<file path="src/hdl/request_latency_histogram_macros.svh">
// Assertion macros shared by the request latency histogram RTL.
`ifndef REQUEST_LATENCY_HISTOGRAM_MACROS_SVH
`define REQUEST_LATENCY_HISTOGRAM_MACROS_SVH

// Same-cycle implication, checked out of reset.
`define RLH_ASSERT_IMP(label, clk, rst_n, ante, cons) \
	label: assert property (@(posedge clk) disable iff (!(rst_n)) (ante) |-> (cons)) \
		else $error("request_latency_histogram: assertion failed");

// Next-cycle implication, checked out of reset.
`define RLH_ASSERT_NXT(label, clk, rst_n, ante, cons) \
	label: assert property (@(posedge clk) disable iff (!(rst_n)) (ante) |=> (cons)) \
		else $error("request_latency_histogram: assertion failed");

`endif

</file>
<file path="src/hdl/rlh_pkg.sv">
// Types and constants for the request latency histogram.
`timescale 1ns / 1ps

package rlh_pkg;

	localparam int TIME_SLOTS         = 10;
	localparam int FIRST_BUCKET_SHIFT = 8;
	localparam int ACTIVE_SLOTS       = 12;
	localparam int ACTIVE_STEP        = 3;

	localparam int TS_W  = $clog2(TIME_SLOTS);
	localparam int AS_W  = $clog2(ACTIVE_SLOTS);
	localparam int POS_W = 6;   // holds 0..32
	localparam int CMP_W = 7;   // holds bin limits up to 64

	// highest-bit position at or above which the last duration bucket applies
	localparam logic [POS_W-1:0] TS_LAST_POS = POS_W'(FIRST_BUCKET_SHIFT + TIME_SLOTS - 1);
	localparam logic [POS_W-1:0] TS_SHIFT    = POS_W'(FIRST_BUCKET_SHIFT);

	localparam logic [2:0] REQ_ENTER      = 3'd0;
	localparam logic [2:0] REQ_LEAVE      = 3'd1;
	localparam logic [2:0] REQ_RECORD     = 3'd2;
	localparam logic [2:0] REQ_READ_DBIN  = 3'd3;
	localparam logic [2:0] REQ_READ_ABIN  = 3'd4;
	localparam logic [2:0] REQ_READ_TOTAL = 3'd5;
	localparam logic [2:0] REQ_READ_COUNT = 3'd6;

	typedef struct packed {
		logic [2:0]  req_type;
		logic [31:0] duration_us;
		logic [15:0] active_count;
		logic [3:0]  bin_index;
	} rlh_req_t;

	typedef struct packed {
		logic [63:0] value;
		logic [3:0]  time_slot;
		logic [3:0]  active_slot;
		logic [15:0] active_now;
		logic        index_error;
	} rlh_rsp_t;

endpackage

</file>
<file path="src/hdl/request_latency_histogram.sv">
// Request latency histogram: in-flight tracking, duration totals and two histograms.
// An accepted request is held in req_s1; its result is registered in rsp_q, which holds while rsp_stall is high.
// Throughput: one request per cycle; the only stall comes from a held result.
// Each request's update and result are computed in one pass between the two registers.
// Reset (arst_n low) clears in-flight count, totals and every histogram bin at once.
`timescale 1ns / 1ps
`include "request_latency_histogram_macros.svh"

module request_latency_histogram
	import rlh_pkg::*;
(
	input  logic     clk,
	input  logic     arst_n,
	input  logic     req_valid,
	output logic     req_stall,
	input  rlh_req_t req,
	output logic     rsp_valid,
	input  logic     rsp_stall,
	output rlh_rsp_t rsp
);

	rlh_req_t    req_s1;
	logic        req_valid_s1;
	rlh_rsp_t    rsp_q;
	logic        rsp_valid_q;

	logic [63:0] total_time_q;
	logic [63:0] request_count_q;
	logic [31:0] duration_bins_q [TIME_SLOTS];
	logic [31:0] inflight_bins_q [ACTIVE_SLOTS];
	logic [15:0] inflight_q;

	logic             advance;
	logic             do_log;
	logic [31:0]      dur;
	logic [15:0]      act_src;
	logic [POS_W-1:0] top_pos;
	logic [TS_W-1:0]  ts;
	logic [AS_W-1:0]  as_slot;
	logic [15:0]      inflight_next;
	logic [TS_W-1:0]  dbin_idx;
	logic [AS_W-1:0]  abin_idx;
	logic [CMP_W-1:0] bin_idx_w;
	rlh_rsp_t         rsp_next;

	assign advance   = req_valid_s1 && (!rsp_valid_q || !rsp_stall);
	assign req_stall = req_valid_s1 && rsp_valid_q && rsp_stall;
	assign rsp_valid = rsp_valid_q;
	assign rsp       = rsp_q;

	assign dur    = req_s1.duration_us;
	assign do_log = (req_s1.req_type == REQ_LEAVE) || (req_s1.req_type == REQ_RECORD);
	// leave logs the count held before its decrement
	assign act_src = (req_s1.req_type == REQ_LEAVE) ? inflight_q : req_s1.active_count;

	// highest set bit, 1-based
	always_comb begin
		top_pos = '0;
		for (int i = 0; i < 32; i++) begin
			if (dur[i]) begin
				top_pos = POS_W'(i + 1);
			end
		end
	end

	always_comb begin
		priority if (top_pos <= TS_SHIFT) begin
			ts = '0;
		end else if (top_pos >= TS_LAST_POS) begin
			ts = TS_W'(TIME_SLOTS - 1);
		end else begin
			ts = TS_W'(top_pos - TS_SHIFT);
		end
	end

	// count / step, clamped: one threshold compare per slot above slot 0
	always_comb begin
		as_slot = '0;
		for (int k = 1; k < ACTIVE_SLOTS; k++) begin
			if (act_src >= 16'(k * ACTIVE_STEP)) begin
				as_slot = AS_W'(k);
			end
		end
	end

	always_comb begin
		inflight_next = inflight_q;
		if (req_s1.req_type == REQ_ENTER) begin
			inflight_next = inflight_q + 16'd1;
		end else if (req_s1.req_type == REQ_LEAVE && inflight_q != '0) begin
			inflight_next = inflight_q - 16'd1;
		end
	end

	assign bin_idx_w = CMP_W'(req_s1.bin_index);
	assign dbin_idx  = TS_W'(req_s1.bin_index);
	assign abin_idx  = AS_W'(req_s1.bin_index);

	always_comb begin
		rsp_next             = '0;
		rsp_next.active_now  = inflight_next;
		unique case (req_s1.req_type)
			REQ_LEAVE, REQ_RECORD: begin
				rsp_next.time_slot   = 4'(ts);
				rsp_next.active_slot = 4'(as_slot);
			end
			REQ_READ_DBIN: begin
				if (bin_idx_w < CMP_W'(TIME_SLOTS)) begin
					rsp_next.value = 64'(duration_bins_q[dbin_idx]);
				end else begin
					rsp_next.index_error = 1'b1;
				end
			end
			REQ_READ_ABIN: begin
				if (bin_idx_w < CMP_W'(ACTIVE_SLOTS)) begin
					rsp_next.value = 64'(inflight_bins_q[abin_idx]);
				end else begin
					rsp_next.index_error = 1'b1;
				end
			end
			REQ_READ_TOTAL: rsp_next.value = total_time_q;
			REQ_READ_COUNT: rsp_next.value = request_count_q;
			default: ;
		endcase
	end

	always_ff @(posedge clk or negedge arst_n) begin
		if (!arst_n) begin
			req_valid_s1 <= 1'b0;
		end else if (!req_stall) begin
			req_valid_s1 <= req_valid;
		end
	end

	always_ff @(posedge clk) begin
		if (!req_stall && req_valid) begin
			req_s1 <= req;
		end
	end

	always_ff @(posedge clk or negedge arst_n) begin
		if (!arst_n) begin
			rsp_valid_q <= 1'b0;
		end else if (advance) begin
			rsp_valid_q <= 1'b1;
		end else if (!rsp_stall) begin
			rsp_valid_q <= 1'b0;
		end
	end

	always_ff @(posedge clk) begin
		if (advance) begin
			rsp_q <= rsp_next;
		end
	end

	always_ff @(posedge clk or negedge arst_n) begin
		if (!arst_n) begin
			total_time_q    <= '0;
			request_count_q <= '0;
			inflight_q      <= '0;
			for (int k = 0; k < TIME_SLOTS; k++) begin
				duration_bins_q[k] <= '0;
			end
			for (int k = 0; k < ACTIVE_SLOTS; k++) begin
				inflight_bins_q[k] <= '0;
			end
		end else if (advance) begin
			inflight_q <= inflight_next;
			if (do_log) begin
				total_time_q    <= total_time_q + 64'(dur);
				request_count_q <= request_count_q + 64'd1;
				// each bin checks its own slot match
				for (int k = 0; k < TIME_SLOTS; k++) begin
					if (ts == TS_W'(k)) begin
						duration_bins_q[k] <= duration_bins_q[k] + 32'd1;
					end
				end
				for (int k = 0; k < ACTIVE_SLOTS; k++) begin
					if (as_slot == AS_W'(k)) begin
						inflight_bins_q[k] <= inflight_bins_q[k] + 32'd1;
					end
				end
			end
		end
	end

	`RLH_ASSERT_IMP(a_stall_only_on_held_result, clk, arst_n,
		req_stall, rsp_valid && rsp_stall)
	`RLH_ASSERT_NXT(a_enter_bumps_inflight, clk, arst_n,
		advance && req_s1.req_type == REQ_ENTER, inflight_q == $past(inflight_q) + 16'd1)
	`RLH_ASSERT_NXT(a_log_bumps_count, clk, arst_n,
		advance && do_log, request_count_q == $past(request_count_q) + 64'd1)
	`RLH_ASSERT_IMP(a_index_error_zero_value, clk, arst_n,
		rsp_valid && rsp.index_error, rsp.value == '0)

endmodule
</file>
<file path="config.mk">
export PLATFORM = sky130hd
export DESIGN_NAME = request_latency_histogram
export DESIGN_NICKNAME = d
export VERILOG_FILES = /design/src/hdl/rlh_pkg.sv /design/src/hdl/request_latency_histogram.sv
export VERILOG_INCLUDE_DIRS = /design/src /design/src/hdl
export SDC_FILE = /design/constraint.sdc
export NUM_CORES = 2
export LEC_CHECK = 0
export BUFFER_PORTS_ARGS = -buffer_cell sky130_fd_sc_hd__buf_2
export CAP_MARGIN = 10
export CORE_ASPECT_RATIO = 0.7
export CORE_UTILIZATION = 35
export DETAILED_ROUTE_END_ITERATION = 8
export HOLD_SLACK_MARGIN = 0.15
export SETUP_SLACK_MARGIN = 0.2
export SYNTH_ARGS = -nofsm -noshare
export SYNTH_HDL_FRONTEND = slang
export SYNTH_SLANG_ARGS = --single-unit
</file>
<file path="constraint.sdc">
create_clock -name clk -period 4.96 [get_ports clk]
set_clock_uncertainty 0.2 [all_clocks]
set_input_delay 0.744 -clock clk [delete_from_list [all_inputs] [get_ports clk]]
set_output_delay 0.744 -clock clk [all_outputs]
set_load 0.05 [all_outputs]
</file>
* Yosys cells after proc, flatten, opt, wreduce, memory -nomap -nowiden
Cells that the tools add are included.
** Word-level totals
- Bits in registers :: 994
- Latch bits :: 0
- Memory bits (writable) :: 0
- Bits in read-only memories :: 0
- Output and inout bits :: 91
- Logic and storage cells :: 207
- Memories kept :: 0
** Cells by class
- Add/subtract/negate cells :: 27
- $mul :: 0
- Div/mod/pow operators :: 0
- Magnitude comparators :: 16
- Equal/unequal tests :: 27
- Shift operators :: 0
- Mux-type cells :: 62
- Bitwise gates (word level) :: 1
- Reduce and logical (&&, ||, !) cells :: 38
** Operator list (count)
- $add 32x1->32 const B :: 22
- $bmux 32 s4 :: 2
- $pmux 64 s4 :: 1
- $mux 32 :: 6
- $mux 6 :: 28
- $ge 16x5->1 const B :: 5
- $reduce_and 3->1 :: 22
- $add 64x1->64 const B :: 1
- $add 64x32->64 :: 1
- $ge 16x4->1 const B :: 3
- $mux 16 :: 3
- $mux 4 :: 12
- $eq 4x3->1 const B :: 8
- $eq 4x4->1 const B :: 6
- $add 16x1->16 const B :: 1
- $eq 4x2->1 const B :: 4
- $ge 16x2->1 const B :: 1
- $ge 16x3->1 const B :: 1
- $ge 16x6->1 const B :: 1
- $reduce_bool 16->1 :: 1
- $sub 16x1->16 const B :: 1
- $eq 3x3->1 const B :: 3
- $eq 4x1->1 const B :: 2
- $logic_not 4->1 :: 2
- 19 further kinds :: 34

* Longest topological paths before layout
- Depth in word-level cells :: 37
- Gate-level depth with buffers :: 13
- Gate-level depth less buffers :: 11

* Least setup slack after synthesis
Ideal clock, no wire load.
- Path type :: input to register
- Start :: in rsp_stall
- End :: reg inflight_q[0]
- Setup time :: 0.134 ns
- Data arrival time :: 4.556 ns
- Data required time :: 4.626 ns
- Slack :: 0.070 ns
- Stages :: 6
- Path buffers :: 2
- Cell sequence :: a21bo_2 > clkbuf_1 > inv_1 > clkbuf_1 > o21ai_0 > xnor2_1
** On the way
- Longest elaborated chain between the ends :: 3
** RTL lines
- from (decl) :: RTL line request_latency_histogram.sv:18 : input logic rsp_stall,
- $logic_not 1->1
- $logic_or 1x1->1 :: RTL line request_latency_histogram.sv:46 : assign advance = req_valid_s1 && (!rsp_valid_q || !rsp_stall);
- $logic_and 1x1->1 :: RTL line request_latency_histogram.sv:46
- named net advance :: RTL line request_latency_histogram.sv:33 : logic advance;
- to (signal assigned) :: RTL line request_latency_histogram.sv:169 : inflight_q <= inflight_next;
- to (decl) :: RTL line request_latency_histogram.sv:31 : logic [15:0] inflight_q;
The timed path passes the listed nets, and every way through them passes these cells.
A chain may end at the register's enable or synchronous reset.

* Final worst setup path
- Start :: reg req_s1[54] in the netlist's numbering
- End :: reg inflight_bins_q[275] in the netlist's numbering
** On the way
- Longest elaborated chain between the ends :: 16
- Elaborated cells between the ends (all ways) :: 28
** RTL lines
- from (decl) :: RTL line request_latency_histogram.sv:22 : rlh_req_t req_s1;
- from (signal assigned) :: RTL line request_latency_histogram.sv:137 : req_s1 <= req;
- $eq 3x1->1 :: RTL line request_latency_histogram.sv:52, request_latency_histogram.sv:54
- $mux 16 :: RTL line request_latency_histogram.sv:54 : assign act_src = (req_s1.req_type == REQ_LEAVE) ? inflight_q : req_s1.active_count;
- $ge 16x2->1 :: RTL line request_latency_histogram.sv:80 : if (act_src >= 16'(k * ACTIVE_STEP)) begin
- $mux 1 :: RTL line request_latency_histogram.sv:80
- $mux 4 (10 in a row) :: RTL line request_latency_histogram.sv:80
- $eq 4x2->1 :: RTL line request_latency_histogram.sv:180 : if (as_slot == AS_W'(k)) begin
- $reduce_and 3->1 (no source line) (*)
- to (signal, indexed assignment) :: RTL line request_latency_histogram.sv:181 : inflight_bins_q[k] <= inflight_bins_q[k] + 32'd1;
- to (decl) :: RTL line request_latency_histogram.sv:30 : logic [31:0] inflight_bins_q [ACTIVE_SLOTS];
Every way passes the cells marked *; elsewhere a longest branch is shown, timed or not.

==> flow_summary.ini <==
[floorplanning]
fp-row-count = 117
core_um2 = 146000
chipWidth_um = 463
die_h_um = 324
die_area_um2 = 150000
io_pins = 150
start_util_pct = 35.5

[route]
vias_per_cell = 5.55
drc_errors = 0
dr.pass1.iters = 6
ant_nets = 0
via_count = 39137
finalWirelength_mm = 162
wl_per_cell_um = 23.0
dr.first_iter.drc_count = 4528

[yosys]
yosys.area.top_type_share_pct = 40.9
synth_most_common_cell = dfrtp_1
synth_nets = 4919
synth.largest_area_cell = dfrtp_1
async_flop_share_pct = 85.5
yosys_warnings = 0
synth_common_cells = dfrtp_1 (850), xnor2_1 (477), nand2_1 (413)
synthCells = 4801
ys_ff_latch = 994
synth-edff-count = 144
synthDistinctLibCells = 86
yosysSeqAreaShare_pct = 49.3
synth_area_um2 = 52000
syn_avg_cell_area_um2 = 10.8
synth.area.top_cells = dfrtp_1 (41%), edfxtp_1 (8.3%), xnor2_1 (8.0%)
synth_ff_type = dfrtp_1

[outcome]
status = complete, no violations

[setup_path]
r2r_setup_slack_ns = 0.76
cpLargestDelayFamily = simple AND/OR/NAND/NOR gates
path_cells = or3b_1, or3_4, o32a_4, nor3_1, a31o_2, nand3_1, nor4_1, xor2_1
critical_path.slowest_cell = or3b_1
cpPeakStageDelay_ns = 0.67
cp.arrival_ns = 4.67
crit_type = flip-flop to flip-flop
crit_buf_inv = 0
cp-start-kind = flip-flop
cp-end-kind = flip-flop
crit_fanout = 18
cp.required_ns = 5.42

[pwr]
ir_drop_mv = 0.283
power.density_nw_per_um2 = 343
p_leak_uw = 0.0262

[timing]
whs_ns = 0.267
finalHoldViolations = 0
max-slew-margin-rel_pct = 30.3
fmax_mhz = 238
rsz0062_at_grt = no
tns_ns = 0
setup_viol = 0
fin_ws_ns = 0.758
min_period_over_period_pct = 84.7
min_period_ns = 4.20
worst_slew_pin_slew_ns = 1.04
slew_violations = 0

[placement]
place_ws_ns = 0.831
routabilityCongestion = 0.942
port_buffers = 149
hpwl_mm = 121

[cells_and_area]
final_util_pct = 40.6
nets = 5121
drive_gt1_share_pct = 12.3
area_growth_syn_to_layout_pct = 14.4

[grt]
grt-ovfl-total = 0
antenna_found_initial = 4
groute.usage.overall_pct = 21.4
grt_max_degree = 116
grt_pass1_wl_mm = 244
first_global_vias = 36620

[clock_tree]
postCtsResizedCells = 0
cts_buffers = 104
htree_levels = 3
ctsLongestPathBuffers = 3
clk_pin_slew_worst_paths_ns = 0.06
cts_root_buf = clkbuf_16
cts_tree = done
insertion_delay_ns = 0.76
cts_sinks = 994

[worst_hold_path]
worstHoldPathType = flip-flop to flip-flop

[run]
maxCapViolCount = 0
-- through the flow --
| step | power [uW] | area [um2] | instances |
|---|---|---|---|
| after floorplan | 11100 | 52000 | 4801 |
| after global placement | 12200 | 55300 | 6801 |
| after detailed placement | 12200 | 55300 | 6801 |
| after CTS | 20500 | 59500 | 7052 |
| after global routing | 21200 | 59500 | 7052 |
| final | 20400 | 59500 | 7053 |
-- where the power goes --
part	internal [uW]	leakage [uW]	switching, uW
combinational	1060	0.0116	1930
clock	4670	0.00175	3550
sequential	8660	0.0129	512
total	14400	0.0262	5990
-- state kept, by name, summed over array words and instances, names as in the netlist --
| name | count |
|---|---|
| inflight_bins_q | 384 |
| rsp_valid | 1 |
| total_time_q | 64 |
| inflight_q | 16 |
| request_count_q | 64 |
| req_s1 | 19 |
| req_valid_s1 | 1 |
| duration_bins_q | 320 |
| abin_idx | 4 |
| rsp | 89 |
| dur | 32 |
-- path summary, 6_finish.rpt --
path / startpoint / endpoint / cells past startpoint
max: req_s1[54] / inflight_bins_q[275] / 8
min: inflight_bins_q[63] / inflight_bins_q[63] / 1
max reg2reg: req_s1[54] / inflight_bins_q[275] / 8
min reg2reg: inflight_bins_q[63] / inflight_bins_q[63] / 1
max in group asynchronous: arst_n / request_count_q[47] / 3
min in group asynchronous: arst_n / inflight_q[13] / 2
-- logic make-up after synthesis --
logic type / count (synthesis) / share of synthesized area, %
xor+xnor: 831 / 14.0
mux: 282 / 8.71
flops: 994 / 49.3
fa+ha+maj: 59 / 1.44
simple gates: 1864 / 18.3
buf+inv: 325 / 2.42
compound gates: 446 / 5.84
-- placed cells by master, fill, tap and decap left out, drive strengths merged, types with 10 or more instances in the layout --
| cell type | instances |
|---|---|
| nor2 | 347 |
| mux2 | 21 |
| nor4 | 68 |
| clkinv | 36 |
| mux4 | 134 |
| xnor2 | 477 |
| and3 | 144 |
| nand2b | 13 |
| clkbuf | 137 |
| or4 | 18 |
| nand3 | 297 |
| ha | 58 |
| or3 | 16 |
| o21a | 13 |
| xor2 | 354 |
| a21o | 16 |
| o211ai | 17 |
| nor3b | 16 |
| nand2 | 413 |
| and2 | 37 |
| mux2i | 127 |
| dfrtp | 850 |
| and4 | 57 |
| a221oi | 54 |
| a21oi | 96 |
| dlygate4sd3 | 59 |
| a22oi | 10 |
| nor2b | 16 |
| o21ai | 119 |
| buf | 244 |
| a22o | 32 |
| nor3 | 190 |
| inv | 123 |
| o22ai | 10 |
| edfxtp | 144 |
| a211oi | 16 |
| nand4 | 200 |
-- final cells by class --
cell class	count	area (um2)
Clock buffer	137	2940
Sequential cell	994	25600
Tap cell	1963	2460
Multi-Input combinational cell	3482	25200
Fill cell	14046	86900
Antenna cell	1	2.50
Inverter	118	445
Timing Repair Buffer	303	2230
Clock inverter	55	623
-- per-layer routing --
layer | share of wire [%] | global-route usage, % | wire, um
met1 | 48 | 33.5 | 77300
met2 | 40 | 28.2 | 64300
met3 | 9.6 | 5.74 | 15500
met4 | 2.9 | 6.02 | 4770
met5 | 0.0062 | 0 | 10
-- what timing repair did --
item | CTS | global route
hold buffers | 59 | 0
setup buffers | 0 | 0
hold endpoints to repair | 116 | 0
(Power assumes the default switching activity.)
